File: src/hdl/imd_pkg.sv
`default_nettype none
// ----------------------------------------------------------------------------
// imd_pkg - shared types and constants for the integer matrix determinant
// Field widths of the request, result and control register, plus the
// status word that the column tuple unit hands to the sequencer.
// ----------------------------------------------------------------------------
package imd_pkg;

   localparam int ELEM_W = 8;    // matrix element, two's complement
   localparam int DET_W  = 64;   // determinant, two's complement
   localparam int CSR_W  = 3;    // size_in_use register

   // status of the current column tuple
   typedef struct packed {
      logic dup;    // some column appears twice: term is zero
      logic odd;    // odd inversion count: term is subtracted
      logic wrap;   // this is the last tuple of the sweep
   } imd_tuple_status_type;

endpackage : imd_pkg
`default_nettype wire

File: src/hdl/imd_tuple.sv
`default_nettype none
// ----------------------------------------------------------------------------
// imd_tuple - column tuple counter
// Holds one column index per row, steps them like an odometer (last row
// fastest) and reports repeated columns, inversion parity and wrap-around.
// ----------------------------------------------------------------------------
module imd_tuple #(
   parameter  int MAX_ORDER = 4,
   localparam int CW = (MAX_ORDER > 1) ? $clog2(MAX_ORDER) : 1,
   localparam int OW = $clog2(MAX_ORDER + 1)
) (
   input  wire logic                               clock,
   input  wire logic                               reset,
   input  wire logic [OW-1:0]                      order,
   input  wire logic                               clear,
   input  wire logic                               advance,
   input  wire logic [CW-1:0]                      row_sel,
   output logic [CW-1:0]                           col_sel,
   output imd_pkg::imd_tuple_status_type           status
);

   logic [CW-1:0] col_ff [MAX_ORDER];
   logic [CW-1:0] col_in [MAX_ORDER];
   logic [CW-1:0] top_col;
   logic          carry;
   logic          dup;
   logic          odd;

   assign top_col = CW'(order - OW'(1));

   // pairwise compare over the active rows
   always_comb begin
      dup = 1'b0;
      odd = 1'b0;
      for (int i = 0; i < MAX_ORDER; i++) begin
         for (int j = i + 1; j < MAX_ORDER; j++) begin
            if (j < int'(order)) begin
               if (col_ff[i] == col_ff[j]) dup = 1'b1;
               if (col_ff[i] > col_ff[j]) odd = ~odd;
            end
         end
      end
   end

   // odometer step, last active row fastest
   always_comb begin
      carry = 1'b1;
      for (int k = MAX_ORDER - 1; k >= 0; k--) begin
         col_in[k] = col_ff[k];
         if (k < int'(order) && carry) begin
            if (col_ff[k] == top_col) begin
               col_in[k] = '0;
            end else begin
               col_in[k] = col_ff[k] + CW'(1);
               carry     = 1'b0;
            end
         end
      end
   end

   always_ff @(posedge clock) begin
      if (reset || clear) begin
         for (int k = 0; k < MAX_ORDER; k++) col_ff[k] <= '0;
      end else if (advance) begin
         col_ff <= col_in;
      end
   end

   assign col_sel = col_ff[row_sel];
   assign status  = '{dup: dup, odd: odd, wrap: carry};

endmodule : imd_tuple
`default_nettype wire

File: src/hdl/integer_matrix_determinant.sv
`default_nettype none
// ----------------------------------------------------------------------------
// integer_matrix_determinant - exact determinant of a small integer matrix
// Loads a square matrix of signed 8-bit elements and returns its exact
// 64-bit determinant by Leibniz expansion on one shared multiplier.
// ----------------------------------------------------------------------------
// Elements arrive on the req_ channel in row-major order, one request per
// cycle while the block is idle; the matrix order n comes from the size
// register (0 reads as 1, values above MAX_ORDER read as MAX_ORDER), and any
// write to that register restarts loading at element (0,0). After the last
// element req_stall goes high and the sequencer walks all n^n column tuples:
// a tuple that repeats a column is skipped in the check state, and a true
// permutation takes one store read and one 64x8 multiply per row, then one
// signed accumulate. The pass is bounded by the single multiplier and the
// one read port of the element store. The result then sits on
// rsp_determinant with rsp_valid high until taken, after which the block
// takes requests again.
// ----------------------------------------------------------------------------
module integer_matrix_determinant #(
   parameter int MAX_ORDER = 4
) (
   input  wire logic                               clock,
   input  wire logic                               reset,
   // element requests
   input  wire logic                               req_valid,
   output logic                                    req_stall,
   input  wire logic signed [imd_pkg::ELEM_W-1:0]  req_element,
   // determinant results
   output logic                                    rsp_valid,
   input  wire logic                               rsp_stall,
   output logic signed [imd_pkg::DET_W-1:0]        rsp_determinant,
   // size register
   input  wire logic                               csr_wr_en,
   input  wire logic [imd_pkg::CSR_W-1:0]          csr_wr_data
);

   localparam int DEPTH = MAX_ORDER * MAX_ORDER;
   localparam int AW    = (DEPTH > 1) ? $clog2(DEPTH) : 1;
   localparam int CW    = (MAX_ORDER > 1) ? $clog2(MAX_ORDER) : 1;
   localparam int OW    = $clog2(MAX_ORDER + 1);
   localparam int PW    = imd_pkg::DET_W + imd_pkg::ELEM_W;

   // sequencer states
   localparam logic [2:0] S_IDLE  = 3'd0;  // loading elements
   localparam logic [2:0] S_CHECK = 3'd1;  // inspect column tuple
   localparam logic [2:0] S_READ  = 3'd2;  // fetch element of current row
   localparam logic [2:0] S_MUL   = 3'd3;  // fold element into term
   localparam logic [2:0] S_ACC   = 3'd4;  // add or subtract term
   localparam logic [2:0] S_OUT   = 3'd5;  // hold result

   localparam logic [imd_pkg::CSR_W-1:0] SIZE_RESET = imd_pkg::CSR_W'(4);

   // clamp register value to a usable order
   function automatic logic [OW-1:0] eff_order(input logic [imd_pkg::CSR_W-1:0] v);
      if (v == '0) return OW'(1);
      else if (int'(v) > MAX_ORDER) return OW'(MAX_ORDER);
      else return OW'(v);
   endfunction

   logic [2:0]    state_ff, state_in;
   logic [OW-1:0] order_ff;
   logic [AW-1:0] load_ff;
   logic [AW-1:0] total_m1;
   logic          req_take;
   logic          load_done;

   // element store, registered read
   logic signed [imd_pkg::ELEM_W-1:0] store_ff [DEPTH];
   logic signed [imd_pkg::ELEM_W-1:0] rd_ff;
   logic [AW-1:0]                     rd_addr;

   // term / sum datapath
   logic signed [imd_pkg::DET_W-1:0] term_ff, term_in;
   logic signed [imd_pkg::DET_W-1:0] sum_ff, sum_in;
   logic signed [PW-1:0]             prod;
   logic [CW-1:0]                    row_ff, row_in;
   logic [AW-1:0]                    base_ff, base_in;
   logic                             last_row;

   // tuple unit
   logic                          tup_clear;
   logic                          tup_advance;
   logic [CW-1:0]                 col_sel;
   imd_pkg::imd_tuple_status_type tup_status;

   assign total_m1  = AW'(int'(order_ff) * int'(order_ff) - 1);
   assign req_stall = (state_ff != S_IDLE);
   assign req_take  = req_valid && !req_stall;
   assign load_done = req_take && (load_ff == total_m1);
   assign rsp_valid = (state_ff == S_OUT);
   assign rsp_determinant = sum_ff;

   // ---- size register and load counter ----
   always_ff @(posedge clock) begin
      if (reset) begin
         order_ff <= eff_order(SIZE_RESET);
         load_ff  <= '0;
      end else begin
         if (csr_wr_en) begin
            order_ff <= eff_order(csr_wr_data);
            load_ff  <= '0;
         end else if (load_done) begin
            load_ff  <= '0;
         end else if (req_take) begin
            load_ff  <= load_ff + AW'(1);
         end
      end
   end

   // ---- element store ----
   assign rd_addr = base_ff + AW'(col_sel);

   always_ff @(posedge clock) begin
      if (req_take) store_ff[load_ff] <= req_element;
      rd_ff <= store_ff[rd_addr];
   end

   // ---- column tuple unit ----
   assign tup_clear = load_done;

   imd_tuple #(
      .MAX_ORDER (MAX_ORDER)
   ) u_tuple (
      .clock   (clock),
      .reset   (reset),
      .order   (order_ff),
      .clear   (tup_clear),
      .advance (tup_advance),
      .row_sel (row_ff),
      .col_sel (col_sel),
      .status  (tup_status)
   );

   // ---- shared multiplier: one row per pass ----
   assign prod     = term_ff * rd_ff;
   assign last_row = (row_ff == CW'(order_ff - OW'(1)));

   // ---- sequencer ----
   always_comb begin
      state_in    = state_ff;
      term_in     = term_ff;
      sum_in      = sum_ff;
      row_in      = row_ff;
      base_in     = base_ff;
      tup_advance = 1'b0;
      unique case (state_ff)
         S_IDLE: begin
            if (load_done) begin
               sum_in   = '0;
               state_in = S_CHECK;
            end
         end
         S_CHECK: begin
            if (tup_status.dup) begin
               // repeated column: skip tuple
               tup_advance = 1'b1;
               if (tup_status.wrap) state_in = S_OUT;
            end else begin
               term_in  = imd_pkg::DET_W'(1);
               row_in   = '0;
               base_in  = '0;
               state_in = S_READ;
            end
         end
         S_READ: begin
            state_in = S_MUL;
         end
         S_MUL: begin
            term_in = prod[imd_pkg::DET_W-1:0];
            if (last_row) begin
               state_in = S_ACC;
            end else begin
               row_in   = row_ff + CW'(1);
               base_in  = base_ff + AW'(order_ff);
               state_in = S_READ;
            end
         end
         S_ACC: begin
            sum_in      = tup_status.odd ? (sum_ff - term_ff) : (sum_ff + term_ff);
            tup_advance = 1'b1;
            state_in    = tup_status.wrap ? S_OUT : S_CHECK;
         end
         S_OUT: begin
            if (!rsp_stall) state_in = S_IDLE;
         end
         default: begin
            state_in = S_IDLE;
         end
      endcase
   end

   always_ff @(posedge clock) begin
      if (reset) begin
         state_ff <= S_IDLE;
      end else begin
         state_ff <= state_in;
      end
   end

   always_ff @(posedge clock) begin
      term_ff <= term_in;
      sum_ff  <= sum_in;
      row_ff  <= row_in;
      base_ff <= base_in;
   end

endmodule : integer_matrix_determinant
`default_nettype wire

File: config.mk
export PLATFORM = sky130hd
export DESIGN_NAME = integer_matrix_determinant
export DESIGN_NICKNAME = d
export VERILOG_FILES = /design/src/hdl/imd_pkg.sv /design/src/hdl/imd_tuple.sv /design/src/hdl/integer_matrix_determinant.sv
export SDC_FILE = /design/constraint.sdc
export NUM_CORES = 2
export LEC_CHECK = 0
export BUFFER_PORTS_ARGS = -buffer_cell sky130_fd_sc_hd__buf_4
export CORE_MARGIN = 2
export CORE_UTILIZATION = 59
export CTS_CLUSTER_SIZE = 30
export DETAILED_ROUTE_END_ITERATION = 10
export PLACE_DENSITY = 0.79
export SLEW_MARGIN = 20
export SYNTH_ARGS = -nofsm -noshare
export SYNTH_HDL_FRONTEND = slang
export SYNTH_SLANG_ARGS = --single-unit
File: constraint.sdc
create_clock -name clock -period 6.7 [get_ports clock]
set_input_delay 0 -clock clock [delete_from_list [all_inputs] [get_ports clock]]
set_output_delay 0 -clock clock [all_outputs]
set_load 0.02 [all_outputs]
## After elaboration in Yosys (flattened, before gate mapping)

Memories as Yosys holds them, arrays and structs flattened. A register that Yosys moved wholly into a read port is not among the register bits.
Index checks and enable logic that the tools add are counted.

- Mux-type cells: 63
- Equality and inequality tests: 22
- Magnitude comparators: 12
- Bitwise gates (word level): 6
- Reduce and logical (&&, ||, !) cells: 21
- Add/sub/neg operators: 12
- Multipliers: 2

Operator list:

| operator | count |
|---|---|
| $pmux 64 s2 | 2 |
| $mux 64 | 3 |
| $add 64x64->64 | 1 |
| $mul 64x8->64 | 1 |
| $sub 64x64->64 | 1 |
| $mux 1 | 35 |
| $mux 3 | 8 |
| $eq 2x2->1 | 11 |
| $pmux 3 s6 | 1 |
| $mux 2 | 8 |
| $gt 2x2->1 | 6 |
| $reduce_and 2->1 | 6 |
| $add 2x1->2 const B | 5 |
| $mux 4 | 2 |
| $pmux 4 s2 | 1 |
| $eq 3x2->1 const B | 2 |
| $eq 3x3->1 const B | 2 |
| $logic_not 3->1 | 2 |
| $lt 1x3->1 const A | 2 |
| $lt 2x3->1 const A | 2 |
| $ne 2x2->1 const B | 3 |
| $reduce_and 3->1 | 2 |
| $logic_and 1x1->1 | 5 |
| $not 1->1 | 5 |
| 21 further kinds | 22 |

- Output and inout port bits: 66
- Bits in registers: 152
- Memory bits (writable): 128
- Memories: 1

Memories:

| name | words | width | read ports | clocked after Yosys merged registers in | write ports | line | text |
|---|---|---|---|---|---|---|---|
| store_ff | 16 | 8 | 1 | 1 | 1 | integer_matrix_determinant.sv:68 | `logic signed [imd_pkg::ELEM_W-1:0] store_ff [DEPTH];` |

## Longest topological paths before layout

- Depth after elaboration: 20
- Depth in mapped cells: 23
- Gate-level depth less buffers: 22

## Hierarchy

Synthesis repeated with hierarchy kept, for this count alone.

- Cell total of the unflattened synthesis: 3519
- Area, all modules: 33064.2 um2

By module, submodules not included:

| module | seq. area each (um2) | area each (um2) | cells an instance | instances |
|---|---|---|---|---|
| integer_matrix_determinant | 8227.9 | 32008.2 | 3380 | 1 |
| imd_tuple | 160.2 | 1056.0 | 139 | 1 |

## Least setup slack after synthesis

Ideal clock, no wire load.

- Path type: register to register
- Start point: register state_ff[2]
- End point: register sum_ff (netlist bit rsp_determinant[0]), enable pin
- Cell stages (with the launch flop): 5
- Setup slack: 0.185 ns
- Arrival time: 5.941 ns
- Required time: 6.125 ns
- Setup time: 0.575 ns
- Cells stage by stage: dfxtp_1 or3_1 nor2_1 nand3_1 o21ai_0

- Cells in the longest elaborated chain, start to end: 6
- Elaborated cells on any way between the ends: 9
- Those cells by class: eq/ne: 2; reduce/logical: 7

Ends and longest elaborated chain:

| item | line | text |
|---|---|---|
| start: declaration | integer_matrix_determinant.sv:60 | `logic [2:0] state_ff, state_in;` |
| start signal: assignment | integer_matrix_determinant.sv:196 | `state_ff <= state_in;` |
| $reduce_bool 3->1 | integer_matrix_determinant.sv:87 | `assign req_stall = (state_ff != S_IDLE);` |
| via req_stall | integer_matrix_determinant.sv:26 | `output logic req_stall,` |
| $logic_not 1->1 | integer_matrix_determinant.sv:88 | `assign req_take = req_valid && !req_stall;` |
| $logic_and 1x1->1 | integer_matrix_determinant.sv:88 |  |
| $logic_and 1x1->1 | integer_matrix_determinant.sv:89 | `assign load_done = req_take && (load_ff == total_m1);` |
| $ne 2x1->1 (no line) | n/a |  |
| $reduce_and 2->1 (no line) | n/a |  |
| end signal: assignment | integer_matrix_determinant.sv:202 | `sum_ff <= sum_in;` |
| end: declaration | integer_matrix_determinant.sv:74 | `logic signed [imd_pkg::DET_W-1:0] sum_ff, sum_in;` |

The timed path passes the listed nets, and every way through them passes these cells.
A chain may end at the register's enable or synchronous reset.

## Worst setup path after layout

- Start point: register rd_ff[4] (netlist bit), read port of store_ff
- End point: register term_ff[56] (netlist bit) (data pin)

- Cells in the longest elaborated chain, start to end: 2

Ends and longest elaborated chain:

| item | line | text |
|---|---|---|
| start: declaration | integer_matrix_determinant.sv:69 | `logic signed [imd_pkg::ELEM_W-1:0] rd_ff;` |
| $mul 64x8->64 | integer_matrix_determinant.sv:135 | `assign prod = term_ff * rd_ff;` |
| $pmux 64 s2 | integer_matrix_determinant.sv:146 | `unique case (state_ff)` |
| end signal: assignment | integer_matrix_determinant.sv:201 | `term_ff <= term_in;` |
| end: declaration | integer_matrix_determinant.sv:73 | `logic signed [imd_pkg::DET_W-1:0] term_ff, term_in;` |

Every way passes these cells.

==> results by group <==
Logic synthesis
  • Cell Area, Synth: 32,700 µm²
  • Synth area leaders: edfxtp_1 (24%), fa_1 (22%), ha_1 (8.3%)
  • Area fraction of the dominant cell type after synthesis: 0.2406
  • Yosys top cell by area: edfxtp_1
  • Post-Synthesis Net Count: 4,028
  • #FFs+latches synth: 288
  • Library cells used by synthesis: 80
  • Top-count cell post-synth: inv_1
  • Most frequent cells after synthesis: inv_1 (494), fa_1 (352), and2_1 (350)
  • Number of synthesized flops with an enable pin: 262
  • Share of flip-flops with an asynchronous set or reset: 0
  • Avg Inst Size Synth: 9.501 µm²
  • Sequential area share after synthesis: 0.2565
  • Ys flop type: edfxtp_1
  • Post-synthesis cell count: 3,442
  • Yosys Warn Count: 0

Critical path
  • Worst R2R Path Depth: 20
  • WS Path Type: reg2reg
  • Reg-to-reg endpoint: term_ff[56]$_SDFFCE_PP0P_
  • Worst Setup SP: rd_ff[4]$_DFF_P_
  • Reg-to-reg setup timing slack: 0.41 ns
  • Startpoint types: flip-flop
  • Worst EP required: 7.00 ns
  • Worst Path Arrival: 6.59 ns
  • Crit Reg-Reg Startpoint: rd_ff[4]$_DFF_P_
  • CP endpoint kind: flip-flop
  • Critical path peak fanout: 24

Hold path
  • Worst min path class: in2reg
  • Hold Crit Depth: 5
  • Hold_sp: req_valid
  • Hold path endpoint: load_ff[0]$_SDFFE_PP0P_

Clock network
  • Worst-Skew Late Latency: 0.56 ns
  • Post-CTS setup buffers: 0
  • CTS tree: done
  • CTS clock-pin slew for the worst setup and hold paths: 0.06 ns
  • Num CTS Buffers: 35
  • Max clock buf depth: 3
  • Root buffer cell: clkbuf_16
  • H-tree depth: 2
  • Post-cts resize count: 0
  • # hold bufs at CTS: 15
  • Clock sinks: 288

Floorplanning
  • I/O Pins: 82
  • Cell Rows: 86
  • Die Wd: 239.4 µm
  • Core ar.: 54,990 µm²
  • Initial Util: 0.5948
  • Die Y: 239.4 µm
  • Die area: 57,330 µm²

Timing
  • Final slew viol count: 0
  • Final Hold Viols: 0
  • Final min period: 6.290 ns
  • Slew HR: 0.3033
  • Worst clock skew: 0.01926 ns
  • Fin worst setup slack: 0.4101 ns
  • Setup TNS: 0 ns
  • # setup viols final: 0
  • Post-route clock period utilization: 0.9388
  • Max Fclk: 0.1590 GHz
  • RSZ-0062 raised after global routing: no
  • Worst-Margin Slew: 1.045 ns

Detailed routing
  • Vias: 24,770
  • Routed length per instance: 19.91 µm
  • Initial DRT Pass Iterations: 6
  • DRT iter0 DRCs: 1,966
  • DRC violations left: 0
  • Vias per inst: 5.896
  • Antenna Nets Post-Route: 0
  • Total routed wirelength: 83,640 µm

Place
  • Placed Instances: 4,123
  • Dpl ws: 0.4892 ns
  • Routability cong.: 0.9547
  • HPWL Detailed: 63,300 µm
  • IO Port Bufs: 81

Power and ir drop
  • Pleak: 14.51 nW
  • Overall power: 0.008785 W
  • Pwr Density: 249.3 nW/µm²
  • Peak VDD IR: 321.6 µV

Global route
  • GR peak layer: met2
  • First-pass GRT wire length: 136,500 µm
  • Initial antenna violation count: 0
  • Gr ovfl total: 0
  • Met3 usage: 0.04022
  • Met1 usage: 0.3865
  • Largest net degree at the start of global routing: 66
  • Gr usage total: 0.3028
  • Vias in the first global route: 25,680
  • GR met2 Demand/Resource: 0.5184

Finish
  • Layout Cells excl Fill: 4,202
  • Ratio of cells with drive above 1 in the final layout: 0.07614
  • Nets@finish: 4,014
  • Area delta synth->final: 7.728%
  • Antenna Cells: 0
  • Fill count: 4,366

Outcome
  • Status: completed

Job
  • Max-Cap Viols: 0
[layer usage]
| metal | share of wire | vias up | routed length (µm) |
|---|---|---|---|
| met2 | 0.49 | 1029 | 41060 |
| li1 | - | 11290 | - |
| met3 | 0.064 | 227 | 5355 |
| met4 | 0.045 | 0 | 3742 |
| met1 | 0.40 | 12230 | 33480 |
| met5 | 0 | - | 0 |
[logic make-up after synthesis]
group                      Yosys count  share of synthesized area
and+or+nand+nor                   1121                     0.1784
buffers and inverters              690                    0.08027
adders and majority gates          570                     0.2989
AOI/OAI and AO/OA                  524                     0.1010
DFF                                288                     0.2565
xor gates and xnor gates           192                    0.05142
muxes                               57                    0.03355
[placed cells by master, fill, tap and decap left out, types with 36 or more instances in the layout]
| cell type | Yosys | final |
|---|---|---|
| fa_1 | 352 | 352 |
| and2_1 | 350 | 350 |
| mux4_2 | 42 | 42 |
| nor2_1 | 240 | 240 |
| o21ai_0 | 108 | 107 |
| inv_1 | 494 | 494 |
| nand2b_1 | 58 | 58 |
| xnor2_1 | 100 | 99 |
| a21o_1 | 66 | 66 |
| xor2_1 | 92 | 91 |
| nor3_1 | 53 | 51 |
| edfxtp_1 | 262 | 262 |
| a21oi_1 | 175 | 175 |
| nand4_1 | 36 | 36 |
| buf_4 | 0 | 123 |
| ha_1 | 218 | 217 |
| nand2_1 | 227 | 226 |
[flip-flops by register name, indices dropped and copies added (netlist names)]
| register | count |
|---|---|
| base_ff | 4 |
| row_ff | 2 |
| rd_ff | 8 |
| state_ff | 3 |
| u_tuple.col_ff | 8 |
| order_ff | 3 |
| store_ff | 128 |
| term_ff | 64 |
| load_ff | 4 |
| rsp_determinant | 64 |
[where the power goes]
group | internal, W | switching [W]
combinational | 0.00203 | 0.00289
sequential | 0.00195 | 0.0000174
clock | 0.00106 | 0.000829
[cell type report]
cell class,instances,area (µm²),area share
clock buffers,43,915.9,0.02600
flip-flops and latches,288,8392,0.2382
multi-input cells,2464,21750,0.6172
repair buffers,144,1201,0.03409
inverters,495,1858,0.05274
well taps,748,935.9,0.02656
clock inverters,20,182.7,0.005185
[worst max-delay path, stage by stage, from the launching register on]
cell	delay (ns)
dfxtp_1	0.72
buf_4	0.33
buf_4	0.33
and2_1	0.20
fa_1	0.42
inv_1	0.10
fa_1	0.41
fa_1	0.49
inv_1	0.05
fa_1	0.44
ha_1	0.44
and4_1	0.26
nand2_1	0.05
or4_1	0.44
nor2_1	0.10
o21ai_0	0.16
o2111a_1	0.23
o21a_1	0.26
nor3_1	0.32
mux2i_1	0.22
nand2_1	0.07
[how the worst max path moves through the flow]
stage                                   endpoint  slack [ns]  cells after the start
6_report               term_ff[56]$_SDFFCE_PP0P_        0.41                     20
4_1_cts        rsp_determinant[59]$_SDFFCE_PN0P_        0.48                     22
5_1_grt        rsp_determinant[56]$_SDFFCE_PN0P_        0.07                     23
3_5_place_dp           term_ff[56]$_SDFFCE_PP0P_        0.49                     20
2_1_floorplan   rsp_determinant[0]$_SDFFCE_PN0P_        0.18                      4
3_3_place_gp           term_ff[56]$_SDFFCE_PP0P_        0.59                     20
[per-stage QoR]
step / hold slack (ns) / area [µm²] / utilization
after floorplan: 0.07238 / 32700 / -
after global placement: 0.1927 / 33950 / 0.6173
after detailed placement: 0.1971 / 33950 / 0.6173
after CTS: 0.02763 / 35190 / 0.6401
after global routing: 0.1251 / 35230 / 0.6407
final: 0.06308 / 35230 / 0.6407
Power figures use the tool's default switching activity.
